## src/gto_pkg.sv

```systemverilog
// ----------------------------------------------------------------------------
// gto_pkg
// Types and constants shared by the glyph text overlay modules.
// ----------------------------------------------------------------------------
package gto_pkg;

    localparam int ADDR_W      = 10;
    localparam int STORE_DEPTH = 1 << ADDR_W;
    localparam int BYTE_W      = 8;
    localparam int COORD_W     = 11;
    localparam int LUMA_W      = 8;
    localparam int DY_W        = 4;
    localparam int GLYPH_DOTS  = 16;
    localparam int RECIP_SHIFT = 16;
    localparam int TDATA_W     = 48;

    localparam logic [LUMA_W-1:0] INK_LUMA = 8'hFF;

    localparam int FRAME_W_DEF    = 1920;
    localparam int FRAME_H_DEF    = 1080;
    localparam int CHAR_COUNT_DEF = 32;
    localparam int CELL_PITCH_DEF = 18;

    typedef enum logic [0:0] {
        CFG_START_X = 1'b0,
        CFG_START_Y = 1'b1
    } gto_cfg_idx_t;

    typedef enum logic [0:0] {
        REQ_LOAD  = 1'b0,
        REQ_PIXEL = 1'b1
    } gto_req_t;

    typedef struct packed {
        logic cap;
        logic step;
    } gto_adv_t;

    typedef struct packed {
        logic              is_load;
        logic [ADDR_W-1:0] addr;
        logic [BYTE_W-1:0] gbyte;
        logic [LUMA_W-1:0] luma;
        logic              inkable;
        logic [2:0]        bit_sel;
    } gto_loc_t;

endpackage

```

## src/gto_locate.sv

```systemverilog
// ----------------------------------------------------------------------------
// gto_locate
// Two pipeline stages that map a pixel coordinate to a glyph byte address,
// a bit select and an ink window flag.
// ----------------------------------------------------------------------------
module gto_locate #(
    parameter int FRAME_W    = gto_pkg::FRAME_W_DEF,
    parameter int FRAME_H    = gto_pkg::FRAME_H_DEF,
    parameter int CHAR_COUNT = gto_pkg::CHAR_COUNT_DEF,
    parameter int CELL_PITCH = gto_pkg::CELL_PITCH_DEF
) (
    input  logic                         clk,
    input  gto_pkg::gto_adv_t            adv,
    input  logic                         req_type,
    input  logic [gto_pkg::ADDR_W-1:0]   glyph_addr,
    input  logic [gto_pkg::BYTE_W-1:0]   glyph_byte,
    input  logic [gto_pkg::COORD_W-1:0]  pixel_x,
    input  logic [gto_pkg::COORD_W-1:0]  pixel_y,
    input  logic [gto_pkg::LUMA_W-1:0]   luma_in,
    input  logic [gto_pkg::COORD_W-1:0]  start_x,
    input  logic [gto_pkg::COORD_W-1:0]  start_y,
    output gto_pkg::gto_loc_t            loc
);
    import gto_pkg::*;

    localparam int QW     = $clog2((2 ** COORD_W) / CELL_PITCH + 1);
    localparam int RW     = $clog2(2 * CELL_PITCH);
    localparam int PROD_W = COORD_W + RECIP_SHIFT;
    localparam int EDGE_W = 13;

    localparam logic [PROD_W-1:0]  Recip   = PROD_W'((2 ** RECIP_SHIFT) / CELL_PITCH);
    localparam logic [COORD_W-1:0] PitchW  = COORD_W'(CELL_PITCH);
    localparam logic [RW-1:0]      PitchR  = RW'(CELL_PITCH);
    localparam logic [RW-1:0]      DotsR   = RW'(GLYPH_DOTS);
    localparam logic [QW:0]        CharLim = (QW + 1)'(CHAR_COUNT);
    localparam logic [EDGE_W-1:0]  EdgeX   = EDGE_W'(FRAME_W - 1);
    localparam logic [EDGE_W-1:0]  EdgeY   = EDGE_W'(FRAME_H - 1);

    logic [COORD_W-1:0] dx_in;
    logic [COORD_W-1:0] dy_in;
    logic               pre_ok_in;

    logic               is_load1_reg;
    logic [ADDR_W-1:0]  gaddr1_reg;
    logic [BYTE_W-1:0]  gbyte1_reg;
    logic [LUMA_W-1:0]  luma1_reg;
    logic [COORD_W-1:0] dx1_reg;
    logic [DY_W-1:0]    dy1_reg;
    logic               pre_ok1_reg;

    logic [PROD_W-1:0]  prod;
    logic [QW-1:0]      q_next;

    logic               is_load2_reg;
    logic [ADDR_W-1:0]  gaddr2_reg;
    logic [BYTE_W-1:0]  gbyte2_reg;
    logic [LUMA_W-1:0]  luma2_reg;
    logic [COORD_W-1:0] dx2_reg;
    logic [DY_W-1:0]    dy2_reg;
    logic               pre_ok2_reg;
    logic [QW-1:0]      q2_reg;

    logic [COORD_W-1:0] qp;
    logic [COORD_W-1:0] rem_full;
    logic [RW-1:0]      rem;
    logic [QW-1:0]      char_idx;
    logic [RW-1:0]      col;
    logic               char_ok;
    logic               col_ok;

    assign dx_in     = pixel_x - start_x;
    assign dy_in     = pixel_y - start_y;
    assign pre_ok_in = (pixel_x >= start_x) && (pixel_y >= start_y)
                    && (dy_in < COORD_W'(GLYPH_DOTS))
                    && ({2'b00, pixel_x} < EdgeX) && ({2'b00, pixel_y} < EdgeY);

    always_ff @(posedge clk)
    begin
        if (adv.cap)
        begin
            is_load1_reg <= (req_type == REQ_LOAD);
            gaddr1_reg   <= glyph_addr;
            gbyte1_reg   <= glyph_byte;
            luma1_reg    <= luma_in;
            dx1_reg      <= dx_in;
            dy1_reg      <= dy_in[DY_W-1:0];
            pre_ok1_reg  <= pre_ok_in;
        end
    end

    // The reciprocal estimate is exact or one below the true quotient.
    assign prod   = PROD_W'(dx1_reg) * Recip;
    assign q_next = prod[RECIP_SHIFT +: QW];

    always_ff @(posedge clk)
    begin
        if (adv.step)
        begin
            is_load2_reg <= is_load1_reg;
            gaddr2_reg   <= gaddr1_reg;
            gbyte2_reg   <= gbyte1_reg;
            luma2_reg    <= luma1_reg;
            dx2_reg      <= dx1_reg;
            dy2_reg      <= dy1_reg;
            pre_ok2_reg  <= pre_ok1_reg;
            q2_reg       <= q_next;
        end
    end

    assign qp       = COORD_W'(q2_reg) * PitchW;
    assign rem_full = dx2_reg - qp;
    assign rem      = rem_full[RW-1:0];

    always_comb
    begin
        if (rem >= PitchR)
        begin
            char_idx = q2_reg + QW'(1);
            col      = rem - PitchR;
        end
        else
        begin
            char_idx = q2_reg;
            col      = rem;
        end
    end

    assign char_ok = {1'b0, char_idx} < CharLim;
    assign col_ok  = col < DotsR;

    always_comb
    begin
        loc.is_load = is_load2_reg;
        loc.addr    = is_load2_reg ? gaddr2_reg : {char_idx[4:0], dy2_reg, col[3]};
        loc.gbyte   = gbyte2_reg;
        loc.luma    = luma2_reg;
        loc.inkable = pre_ok2_reg && char_ok && col_ok;
        loc.bit_sel = col[2:0];
    end

endmodule

```

## config.mk

```make
export PLATFORM = sky130hd
export DESIGN_NAME = gto_locate
export DESIGN_NICKNAME = d
export VERILOG_FILES = /design/src/gto_pkg.sv /design/src/gto_locate.sv
export SDC_FILE = /design/constraint.sdc
export NUM_CORES = 1
export LEC_CHECK = 0
export BUFFER_PORTS_ARGS = -buffer_cell sky130_fd_sc_hd__buf_2
export CAP_MARGIN = 20
export CORE_ASPECT_RATIO = 0.9
export CORE_UTILIZATION = 53
export CTS_BUF_LIST = sky130_fd_sc_hd__clkbuf_4 sky130_fd_sc_hd__clkbuf_8
export DETAILED_ROUTE_END_ITERATION = 10
export GPL_ROUTABILITY_DRIVEN = 0
export GPL_TIMING_DRIVEN = 0
export PLACE_DENSITY = 0.8
export RECOVER_POWER = 50
export SYNTH_ARGS = -nofsm -noshare
export SYNTH_HDL_FRONTEND = slang
export SYNTH_SLANG_ARGS = --single-unit
```

## constraint.sdc

```tcl
create_clock -name clk -period 4.3 [get_ports clk]
set_clock_uncertainty 0.2 [all_clocks]
set_input_delay 0.215 -clock clk [delete_from_list [all_inputs] [get_ports clk]]
set_output_delay 0.215 -clock clk [all_outputs]
set_load 0.005 [all_outputs]
```

## Word-level counts from Yosys, hierarchy flattened

Index checks and enable logic that the tools add are counted.

| word-level totals | value |
|---|---|
| flip-flop bits (word level) | 88 |
| latch bits | 0 |
| memory bits (writable) | 0 |
| ROM bits | 0 |
| logic and storage cells | 40 |
| memories | 0 |

| operators by class | value |
|---|---|
| $add $sub $neg | 5 |
| multiply operators | 2 |
| div/mod/pow operators | 0 |
| $lt $le $gt $ge | 8 |
| equality and inequality tests | 0 |
| shifts and indexed selects | 0 |
| mux-type cells | 3 |
| bitwise gates (word level) | 1 |
| reduce and logical (&&, ||, !) cells | 6 |

Operators with widths:

| kind | number |
|---|---|
| $ge 11x11->1 | 2 |
| $lt 11x11->1 const B | 2 |
| $sub 11x11->11 | 2 |
| $mul 11x9->20 const B | 1 |
| $lt 11x5->1 const B | 1 |
| $mux 10 | 1 |
| $add 7x1->7 const B | 1 |
| $lt 7x6->1 const B | 1 |
| $mul 7x4->5 const B | 1 |
| $mux 7 | 1 |
| $ge 6x5->1 const B | 1 |
| $logic_and 1x1->1 | 6 |
| $lt 6x5->1 const B | 1 |
| $mux 6 | 1 |
| $sub 6x5->6 const B | 1 |
| $sub 6x6->6 | 1 |
| $not 1->1 | 1 |

## Depth between registers and ports, before layout

Gate-level depths: netlist of run 1.

| logic depth | value |
|---|---|
| depth after elaboration | 7 |
| depth in mapped cells | 16 |

## Least setup slack after synthesis of run 1

OpenSTA, ideal clock, no wires.

| path | value |
|---|---|
| path type | reg2reg |
| from | reg dx1_reg[4] |
| to | reg q2_reg[5], data pin |
| library setup time | 258 ps |
| data arrival time | 3794 ps |
| slack | 48 ps |
| cell stages (with the launch flop) | 16 |
| cell sequence | edfxtp_1 -> inv_1 -> fa_1 -> inv_1 -> ha_1 -> inv_1 -> fa_1 -> inv_1 -> fa_1 -> ha_1 -> a21o_1 -> a2111oi_0 -> a21oi_1 -> a21o_1 -> a21oi_1 -> xnor2_1 |

| between the ends | value |
|---|---|
| word-level cells in the longest chain between the ends | 1 |

RTL lines:

| item | line | source |
|---|---|---|
| from (decl) | gto_locate.sv:47 | `logic [COORD_W-1:0] dx1_reg;` |
| from (signal assigned) | gto_locate.sv:85 | `dx1_reg <= dx_in;` |
| $mul 11x9->20 | gto_locate.sv:92 | `assign prod = PROD_W'(dx1_reg) * Recip;` |
| via prod[21] | gto_locate.sv:51 | `logic [PROD_W-1:0] prod;` |
| to (signal assigned) | gto_locate.sv:106 | `q2_reg <= q_next;` |
| to (decl) | gto_locate.sv:61 | `logic [QW-1:0] q2_reg;` |

The timed path passes the listed nets, and every way through them passes these cells.
A chain may end at the register's enable or synchronous reset.

## Final worst setup path of run 1

| path | value |
|---|---|
| from | reg dx1_reg[4] |
| to | reg q2_reg[6], data pin |

Same word-level chain as after synthesis.

==> run_results.csv, run 1 <==
group,metric,value,unit
worst_setup_path,required,4.20,ns
power,pwr_density_cell,731.1,mW/mm2
synth,synth_top_cell_area_share,46.47,%
synth,synth_top_area_cell,"edfxtp_1",
synth,yosys-top-cells-area,"edfxtp_1 (46%), ha_1 (16%), fa_1 (8.4%), inv_1 (6.7%), xnor2_1 (3.5%)",
route,vias_per_cell,5.249,
placed_design,place_area,0.006369,mm2
grt,grt_pass1_vias,4159,
synth,ys_ff_latch,88,
finish,nets,810,
synth,synth_cells,481,
run,max_cap_viol_count,2,
power,power_frac_seq,23.6,%
worst_setup_path,reg2reg_from,"dx1_reg[4]$_DFFE_PP_",
floorplanning,die_y,100.3,um
power,p_comb_share,64.4,%
run_status,outcome,"finished, violations left",
worst_setup_path,rr_worst_depth,15,
sta,post-route-period-util,97.69,%
synth,yosysSeqAreaShare,46.47,%
synth,synth_top_flop_cell,"edfxtp_1",
sta,layout_setup_ws,0.09915,ns
cts,clk_path_buf_depth,2,
worst_setup_path,r2r_setup_slack,0.1,ns
route,drt_iter0_markers,131,
power,p_int,3.064,mW
placed_design,dp_cells,714,
synth,avgSynthCellArea,11.82,um2
sta,slew_viol_final,90,
placed_design,dp_slack,-0.2598,ns
sta,maxSlewHeadroom,-61.04,%
finish,fin_area,0.007116,mm2
cts,htree_levels,3,
cts,cts.sinks,88,
power,p_leak,3.262,nW
finish,largest_register_ffs,11,
worst_setup_path,crit_path_end_kind,"register",
cts,cts_root_buffer,"clkbuf_8",
synth,ys_async_sr_fraction,0,%
finish,drive_above_1_share,25.55,%
placed_design,io_buffers,104,
synth,yosysUniqueCellTypes,45,
sta,worst_slew_pin_slew,2.416,ns
sta,holdWs,0.03970,ns
route,avgRoutedWirePerCell,15.28,um
worst_setup_path,cp-start-kind,"register",
finish,n_antenna_cell,0,
power,clkPwrFrac,12.0,%
hold_path,hold_path.class,"in2reg",
run_status,violations,"DRC, capacitance limit, slew limit",
synth,synth_edf_count,88,
synth,syn-num-nets,653,
worst_setup_path,cp_top_family,"adder cells",
synth,synth_most_common_cell,"inv_1",
hold_path,hold_depth,3,
floorplanning,num_io_pins,105,
placed_design,place_hpwl,8.295,mm
finish,instances_no_fill,771,
worst_setup_path,critPathMaxStageDelay,0.57,ns
cts,path_clk_slew,0.09,ns
finish,synthToLayoutAreaGrowth,25.13,%
finish,fillers,723,
cts,cts_buffers,9,
sta,hold_viol_final,0,
sta,setup_tns,0,ns
hold_path,hold_end,"dy1_reg[0]$_DFFE_PP_",
sta,fmax,0.2380,GHz
worst_setup_path,critPathKind,"reg2reg",
cts,clock_latency,0.35,ns
sta,period_needed,4.201,ns
worst_setup_path,crit_fanout,4,
route,first_pass_iters,7,
synth,yosys-top-cells-count,"inv_1 (101), edfxtp_1 (88), ha_1 (74)",
route,drt_wl_total,11.78,mm
grt,antenna_found_initial,0,
floorplanning,die_w,111.2,um
worst_setup_path,crit_top_cell,"fa_1",
floorplanning,row_count,35,
route,vias,4047,
floorplanning,initial_core_util,55.02,%
synth,yosysWarningCount,0,
sta,finalSetupViolations,0,
route,drtAntennaViolNets,0,
grt,grt_max_degree,46,
worst_setup_path,crit_slowest_cell,"fa_1",
synth,syn_area,0.005687,mm2
route,drc,6,
cts,cts_tree,"yes",
worst_setup_path,crit_path_cell_trace,"buf_6 > fa_1 > ha_4 > fa_1 > inv_1 > fa_1 > inv_2 > ha_4 > a21oi_2 > nand3_2 > o2111ai_2 > nand3b_1 > a21oi_2 > o21ai_2 > xnor2_1",
power,vdd_drop_max,388.7,uV
grt,gr-total-overflow,0,
floorplanning,fp.dieArea,0.01115,mm2
worst_setup_path,worst-path-buf-inv,3,
worst_setup_path,r2r-end,"q2_reg[6]$_DFFE_PP_",
grt,grt_usage,21.55,%
worst_setup_path,cp.arrival,4.10,ns
floorplanning,coreArea,0.01033,mm2
power,swShare,41.10,%
power,p_sw,2.138,mW
grt,grt_pass1_wl,18.86,mm
hold_path,hold_start,"start_y[0]",
## final cells by class
cell class	instances	area, um2	share of cell area, %
Buffer	5	30.03	0.4220
Clock buffer	9	123.9	1.741
Clock inverter	6	92.59	1.301
Inverter	101	379.1	5.328
Multi-Input combinational cell	287	2790	39.21
Sequential cell	88	2643	37.14
Tap cell	129	161.4	2.268
Timing Repair Buffer	146	895.9	12.59
## layout by cell type, fill, tap and decap left out, types with 13 or more instances in the layout
master          n
nor2_1         15
inv_1          94
ha_1           66
buf_4          13
a21oi_1        16
dlygate4sd3_1  27
buf_2          98
fa_1           23
nand2_1        19
xnor2_1        23
edfxtp_1       88
o21ai_0        17
## how the worst max path moves through the flow
stage / start / endpoint / slack, ns / cells after the start
6_report: dx1_reg[4]$_DFFE_PP_ / q2_reg[6]$_DFFE_PP_ / 0.1 / 15
2_1_floorplan: dx1_reg[4]$_DFFE_PP_ / q2_reg[5]$_DFFE_PP_ / 0.05 / 15
3_3_place_gp: dx1_reg[4]$_DFFE_PP_ / q2_reg[5]$_DFFE_PP_ / -0.17 / 15
3_5_place_dp: dx1_reg[4]$_DFFE_PP_ / q2_reg[5]$_DFFE_PP_ / -0.26 / 15
5_1_grt: dx1_reg[4]$_DFFE_PP_ / q2_reg[6]$_DFFE_PP_ / -0.02 / 15
4_1_cts: dx1_reg[8]$_DFFE_PP_ / q2_reg[6]$_DFFE_PP_ / 0.02 / 16
## power groups by stage
stage	logic [mW]	registers (mW)	clock network, mW
floorplan	1.95	1.22	0
global placement	2.46	1.24	0
detailed placement	2.61	1.25	0
CTS	3.02	1.22	0.632
global route	3.77	1.24	0.674
finish	3.35	1.23	0.624
## cells by family (layout without fill, tap and decap cells)
kind of cell	count (synthesis)	in the layout	synth area share, %
DFF	88	88	46.47
muxes	6	6	1.144
xor gates and xnor gates	31	31	4.774
and+or+nand+nor	68	68	5.896
adders and majority gates	98	98	24.73
buffers and inverters	106	267	7.195
AOI/OAI and AO/OA	84	84	9.791
## worst reg2reg max path, delay by kind of cell, from the launching register on
kind                       cells  cell delay, ns
buffers and inverters          3            0.27
xor gates and xnor gates       1            0.12
and+or+nand+nor                2            0.27
adders and majority gates      5            1.98
DFF                            1            0.45
AOI/OAI and AO/OA              4            0.68
## per-stage QoR
| step | total power, mW | utilization [%] |
|---|---|---|
| floorplan | 3.167 | - |
| global placement | 3.700 | 61.62 |
| detailed placement | 3.860 | 61.62 |
| CTS | 4.872 | 67.70 |
| global route | 5.680 | 68.85 |
| finish | 5.202 | 68.85 |
## metal layers
layer	vias up	global-route usage, %	routed length, um
li1	1971	-	-
met1	1938	25.58	4860
met2	112	39.90	6243
met3	26	2.657	416
met4	0	8.940	262
met5	-	0	0
## repair_timing
item                       CTS  global route
pin swaps                    7            21
gates cloned                 0             0
gates resized for setup     11            18
setup endpoints to repair    3             5
hold endpoints to repair    27             0
setup buffers                9             6
hold buffers                27             0
No activity file was read; power rests on OpenSTA's default activity.
==> run 2, diff against run 1 <==
--- a/config.mk
+++ b/config.mk
@@ -8,6 +8,7 @@
 export BUFFER_PORTS_ARGS = -buffer_cell sky130_fd_sc_hd__buf_2
 export CAP_MARGIN = 20
 export CORE_ASPECT_RATIO = 0.9
+export CORE_MARGIN = 4
 export CORE_UTILIZATION = 53
 export CTS_BUF_LIST = sky130_fd_sc_hd__clkbuf_4 sky130_fd_sc_hd__clkbuf_8
 export DETAILED_ROUTE_END_ITERATION = 10
==> run_results.csv, run 2 (synthesized netlist as in run 1, its figures left out) <==
group,metric,value,unit
sta,slew_viol_final,0,
hold_path,hold_path.class,"in2reg",
sta,period_needed,4.304,ns
route,drt_iter0_markers,315,
placed_design,place_hpwl,8.542,mm
sta,worst_slew_pin_slew,1.005,ns
floorplanning,die_w,117.2,um
finish,drive_above_1_share,25.70,%
route,vias_per_cell,5.231,
worst_setup_path,cp.arrival,4.21,ns
power,vdd_drop_max,416.5,uV
cts,path_clk_slew,0.10,ns
grt,grt_usage,20.20,%
sta,hold_viol_final,0,
sta,post-route-period-util,100.1,%
worst_setup_path,required,4.21,ns
sta,fmax,0.2323,GHz
floorplanning,num_io_pins,105,
sta,maxSlewHeadroom,33.02,%
floorplanning,initial_core_util,54.79,%
grt,grt_pass1_wl,19.79,mm
grt,grt_pass1_vias,4310,
finish,largest_register_ffs,11,
run,max_cap_viol_count,0,
cts,cts_root_buffer,"clkbuf_8",
worst_setup_path,critPathKind,"reg2reg",
placed_design,place_area,0.006369,mm2
cts,htree_levels,3,
sta,rsz0062_at_grt,"true",
cts,clk_path_buf_depth,2,
placed_design,dp_cells,714,
route,avgRoutedWirePerCell,16.69,um
route,vias,4033,
floorplanning,fp.dieArea,0.01245,mm2
sta,finalSetupViolations,1,
floorplanning,row_count,35,
grt,antenna_found_initial,0,
floorplanning,die_y,106.3,um
grt,gr-total-overflow,0,
cts,clock_latency,0.36,ns
grt,grt_max_degree,46,
sta,layout_setup_ws,-0.004218,ns
finish,final_common_cell,"buf_2",
power,pwr_density_cell,736.7,mW/mm2
cts,cts_tree,"yes",
worst_setup_path,crit_path_end_kind,"register",
finish,n_antenna_cell,0,
placed_design,io_buffers,104,
route,drtAntennaViolNets,0,
worst_setup_path,crit_fanout,4,
finish,fin_area,0.007097,mm2
run_status,violations,"setup timing",
worst_setup_path,cp-start-kind,"register",
cts,cts_buffers,9,
route,drt_wl_total,12.87,mm
finish,instances_no_fill,771,
finish,synthToLayoutAreaGrowth,24.80,%
route,first_pass_iters,5,
finish,nets,809,
finish,mostFrequentLayoutCells,"buf_2 (98), inv_1 (94), edfxtp_1 (88)",
power,p_leak,3.257,nW
cts,cts.sinks,88,
run_status,outcome,"finished, violations left",
floorplanning,coreArea,0.01038,mm2
route,drc,0,
run 2: per-stage QoR:
stage | util (%) | setup WS, ns | TNS [ns] | power [mW] | hold WS, ns
6_report | 68.38 | -0.004218 | -0.004218 | 5.228 | 0.04965
5_1_grt | 68.38 | -0.1326 | -0.4038 | 5.640 | 0.05622
4_1_cts | 66.92 | 0.009890 | 0 | 4.654 | 0.05225
3_5_place_dp | 61.36 | -0.2443 | -0.5696 | 3.842 | 0.1937
3_3_place_gp | 61.36 | -0.1748 | -0.3183 | 3.692 | 0.1928
2_1_floorplan | - | 0.04832 | 0 | 3.167 | 0.1139
run 2: final timing paths:
| kind | from | to | slack [ns] | cells after the start |
|---|---|---|---|---|
| hold / removal | start_y[0] | dy1_reg[0]$_DFFE_PP_ | 0.05 | 3 |
| setup / recovery | dx1_reg[3]$_DFFE_PP_ | q2_reg[5]$_DFFE_PP_ | -0.004 | 13 |
| hold reg to reg | dy1_reg[2]$_DFFE_PP_ | dy2_reg[2]$_DFFE_PP_ | 0.22 | 0 |
| setup reg to reg | dx1_reg[3]$_DFFE_PP_ | q2_reg[5]$_DFFE_PP_ | -0.004 | 13 |
run 2: layout make-up:
type | instances | area (um2)
Fill cell | 695 | 3282
Clock buffer | 9 | 123.9
Tap cell | 129 | 161.4
Timing Repair Buffer | 145 | 888.4
Multi-Input combinational cell | 287 | 2793
Clock inverter | 7 | 78.83
Inverter | 101 | 379.1
Buffer | 5 | 30.03
Sequential cell | 88 | 2643
run 2: worst max-delay path, cell delays in order (launching register included):
cell and delay, ns:
edfxtp_1 0.51, fa_2 0.66, ha_4 0.23, fa_1 0.47
inv_1 0.06, fa_1 0.51, inv_1 0.06, ha_1 0.22
a21o_1 0.22, a2111oi_4 0.34, a21oi_2 0.13, a21o_1 0.21
a21oi_2 0.15, xnor2_1 0.10
run 2: layer usage:
layer	share of wire, %	wire [um]	vias up	track usage [%]
li1	-	-	1972	-
met4	1.9	240	0	6.880
met3	4.0	521	27	2.846
met1	39	5035	1902	23.43
met5	0	0	-	0
met2	55	7071	132	37.44
run 2: repair_timing:
| item | CTS | global route |
|---|---|---|
| buffers inserted | 9 | 5 |
| hold endpoints to repair | 27 | 0 |
| hold buffers | 27 | 0 |
| setup endpoints to repair | 4 | 5 |
| pin swaps | 3 | 16 |
| resized for setup | 7 | 22 |
run 2: power by group:
part | internal (mW) | switching, mW
clock | 0.275 | 0.310
sequential | 1.15 | 0.0759
combinational | 1.58 | 1.84
total | 3.00 | 2.23
==> run 3, diff against run 2 <==
--- a/config.mk
+++ b/config.mk
@@ -7,14 +7,13 @@
 export LEC_CHECK = 0
 export BUFFER_PORTS_ARGS = -buffer_cell sky130_fd_sc_hd__buf_2
 export CAP_MARGIN = 20
-export CORE_ASPECT_RATIO = 0.9
 export CORE_MARGIN = 4
-export CORE_UTILIZATION = 53
+export CORE_UTILIZATION = 55
 export CTS_BUF_LIST = sky130_fd_sc_hd__clkbuf_4 sky130_fd_sc_hd__clkbuf_8
 export DETAILED_ROUTE_END_ITERATION = 10
 export GPL_ROUTABILITY_DRIVEN = 0
 export GPL_TIMING_DRIVEN = 0
-export PLACE_DENSITY = 0.8
+export PLACE_DENSITY = 0.79
 export RECOVER_POWER = 50
 export SYNTH_ARGS = -nofsm -noshare
 export SYNTH_HDL_FRONTEND = slang
==> constraint.sdc (replaced) <==
create_clock -name clk -period 5.4 [get_ports clk]
set_clock_uncertainty 0.2 [all_clocks]
set_input_delay 0.27 -clock clk [delete_from_list [all_inputs] [get_ports clk]]
set_output_delay 0.27 -clock clk [all_outputs]
set_load 0.005 [all_outputs]
==> run_results.csv, run 3 (synthesized netlist as in run 1, its figures left out) <==
group,metric,value,unit
floorplanning,die_y,109.7,um
run,max_cap_viol_count,2,
power,p_leak,3.188,nW
cts,cts_root_buffer,"clkbuf_8",
route,drt_wl_total,11.66,mm
finish,nets,795,
worst_setup_path,crit_fanout,4,
run_status,outcome,"finished, violations left",
route,vias_per_cell,5.233,
cts,htree_levels,3,
route,drc,0,
power,p_int,2.049,mW
placed_design,place_hpwl,8.715,mm
worst_setup_path,worst-path-buf-inv,4,
floorplanning,num_io_pins,105,
route,route.met3.wl,608,um
cts,path_clk_slew,0.10,ns
cts,cts_buffers,9,
route,avgRoutedWirePerCell,15.32,um
floorplanning,row_count,36,
worst_setup_path,cp-start-kind,"register",
route,first_pass_iters,5,
finish,n_antenna_cell,0,
worst_setup_path,critPathMaxStageDelay,0.53,ns
finish,largest_register_ffs,11,
route,met1Wirelength,4.415,mm
floorplanning,coreArea,0.009910,mm2
sta,worst_slew_pin_slew,2.411,ns
cts,clk_path_buf_depth,2,
grt,grt_usage,21.02,%
worst_setup_path,crit_path_cell_trace,"inv_1 > fa_1 > inv_1 > ha_1 > inv_1 > fa_1 > inv_1 > fa_1 > ha_1 > a21o_1 > a2111oi_0 > a21oi_1 > a21o_1 > a21oi_1 > xnor2_1",
sta,rsz0062_at_grt,"false",
worst_setup_path,required,5.32,ns
placed_design,io_buffers,104,
sta,slew_viol_final,90,
power,power_frac_seq,27.7,%
worst_setup_path,cp_top_family,"adder cells",
cts,cts_tree,"yes",
grt,gr-total-overflow,0,
sta,hold_viol_final,0,
power,swShare,42.08,%
grt,grt_max_degree,46,
worst_setup_path,crit_slowest_cell,"fa_1",
power,p_comb_share,59.5,%
worst_setup_path,critPathKind,"reg2reg",
worst_setup_path,crit_top_cell,"inv_1",
finish,fin_util,68.98,%
sta,period_needed,4.631,ns
sta,fmax,0.2159,GHz
route,drtAntennaViolNets,0,
sta,setup_tns,0,ns
hold_path,hold_depth,3,
grt,grt_pass1_wl,19.45,mm
sta,finalSetupViolations,0,
route,vias,3982,
cts,postCtsSetupRepairBufs,0,
finish,synthToLayoutAreaGrowth,20.20,%
power,vdd_drop_max,516.9,uV
grt,antenna_found_initial,0,
floorplanning,fp.dieArea,0.01203,mm2
worst_setup_path,crit_cells,15,
finish,drive_above_1_share,20.38,%
route,routed.top_layer,"met4",
worst_setup_path,crit_path_end_kind,"register",
floorplanning,die_w,109.7,um
hold_path,hold_path.class,"in2reg",
route,drt_iter0_markers,228,
power,p_sw,1.489,mW
sta,maxSlewHeadroom,-60.75,%
floorplanning,initial_core_util,57.39,%
finish,mostFrequentLayoutCells,"inv_1 (101), buf_2 (99), edfxtp_1 (88)",
worst_setup_path,cp.arrival,4.55,ns
power,pwr_density_cell,517.6,mW/mm2
run_status,violations,"capacitance limit, slew limit",
route,wl_met2,6.410,mm
cts,cts.sinks,88,
finish,fillers,707,
power,clkPwrFrac,12.8,%
cts,clock_latency,0.36,ns
sta,post-route-period-util,85.77,%
finish,final_common_cell,"inv_1",
worst_setup_path,rr_worst_depth,15,
cts,cts_resized,0,
grt,grt_pass1_vias,4276,
-- run 3: changes by cell type in the layout (fill, tap and decap cells not counted), sizes merged --
cell / previous run / this run
inv: 103 / 105
buf: 115 / 102
bufinv: 1 / 0
clkbuf: 17 / 16
clkinv: 3 / 2
-- run 3: worst paths after layout --
path,slack [ns],end,from
setup / recovery,0.77,q2_reg[5]$_DFFE_PP_,dx1_reg[4]$_DFFE_PP_
hold / removal,0.1,dy1_reg[0]$_DFFE_PP_,start_y[0]
setup reg to reg,0.77,q2_reg[5]$_DFFE_PP_,dx1_reg[4]$_DFFE_PP_
hold reg to reg,0.22,gaddr2_reg[3]$_DFFE_PP_,gaddr1_reg[3]$_DFFE_PP_
-- run 3: power by group through the flow --
stage	Combinational (mW)	Clock, mW	Sequential [mW]
final	2.11	0.452	0.980
after global routing	2.44	0.496	0.992
after CTS	2.10	0.449	0.976
after detailed placement	2.06	0	0.991
after global placement	1.93	0	0.985
after floorplan	1.55	0	0.971
-- run 3: what timing repair did --
item,in CTS,in global routing
endpoints found under the hold margin,27,0
setup endpoints to repair,0,0
hold buffers,27,0
-- run 3: area by class of cell --
type,count,area (um2),share of cell area [%]
sequential,88,2643,38.66
multi-input combinational,287,2635,38.55
timing repair buffer,131,785.8,11.50
inverter,101,379.1,5.546
tap,133,166.4,2.435
clock buffer,9,123.9,1.812
clock inverter,7,72.57,1.062
buffer,5,30.03,0.4393
-- run 3: routing by layer --
layer | global-route usage [%] | up-vias
li1 | - | 1949
met1 | 23.70 | 1858
met2 | 40.06 | 157
met3 | 3.582 | 18
met4 | 6.679 | 0
met5 | 0 | -
-- run 3: worst register-to-register path, stage by stage (launching register included) --
cell and delay, ns:
edfxtp_1 0.47, inv_1 0.09, fa_1 0.53, inv_1 0.04
ha_1 0.31, inv_1 0.07, fa_1 0.50, inv_1 0.05
fa_1 0.47, ha_1 0.34, a21o_1 0.20, a2111oi_0 0.46
a21oi_1 0.17, a21o_1 0.23, a21oi_1 0.18, xnor2_1 0.08
-- run 3: stage by stage --
step           area [um2]  power, mW  instances  hold slack (ns)  setup slack (ns)
2_1_floorplan        5687      2.521        481           0.1689             1.148
3_3_place_gp         6374      2.917        718           0.2004            0.9102
3_5_place_dp         6374      3.053        718           0.2057            0.8261
4_1_cts              6840      3.529        761          0.09365            0.8003
5_1_grt              6835      3.924        761          0.08295            0.4947
6_report             6835      3.538        761          0.09852            0.7686
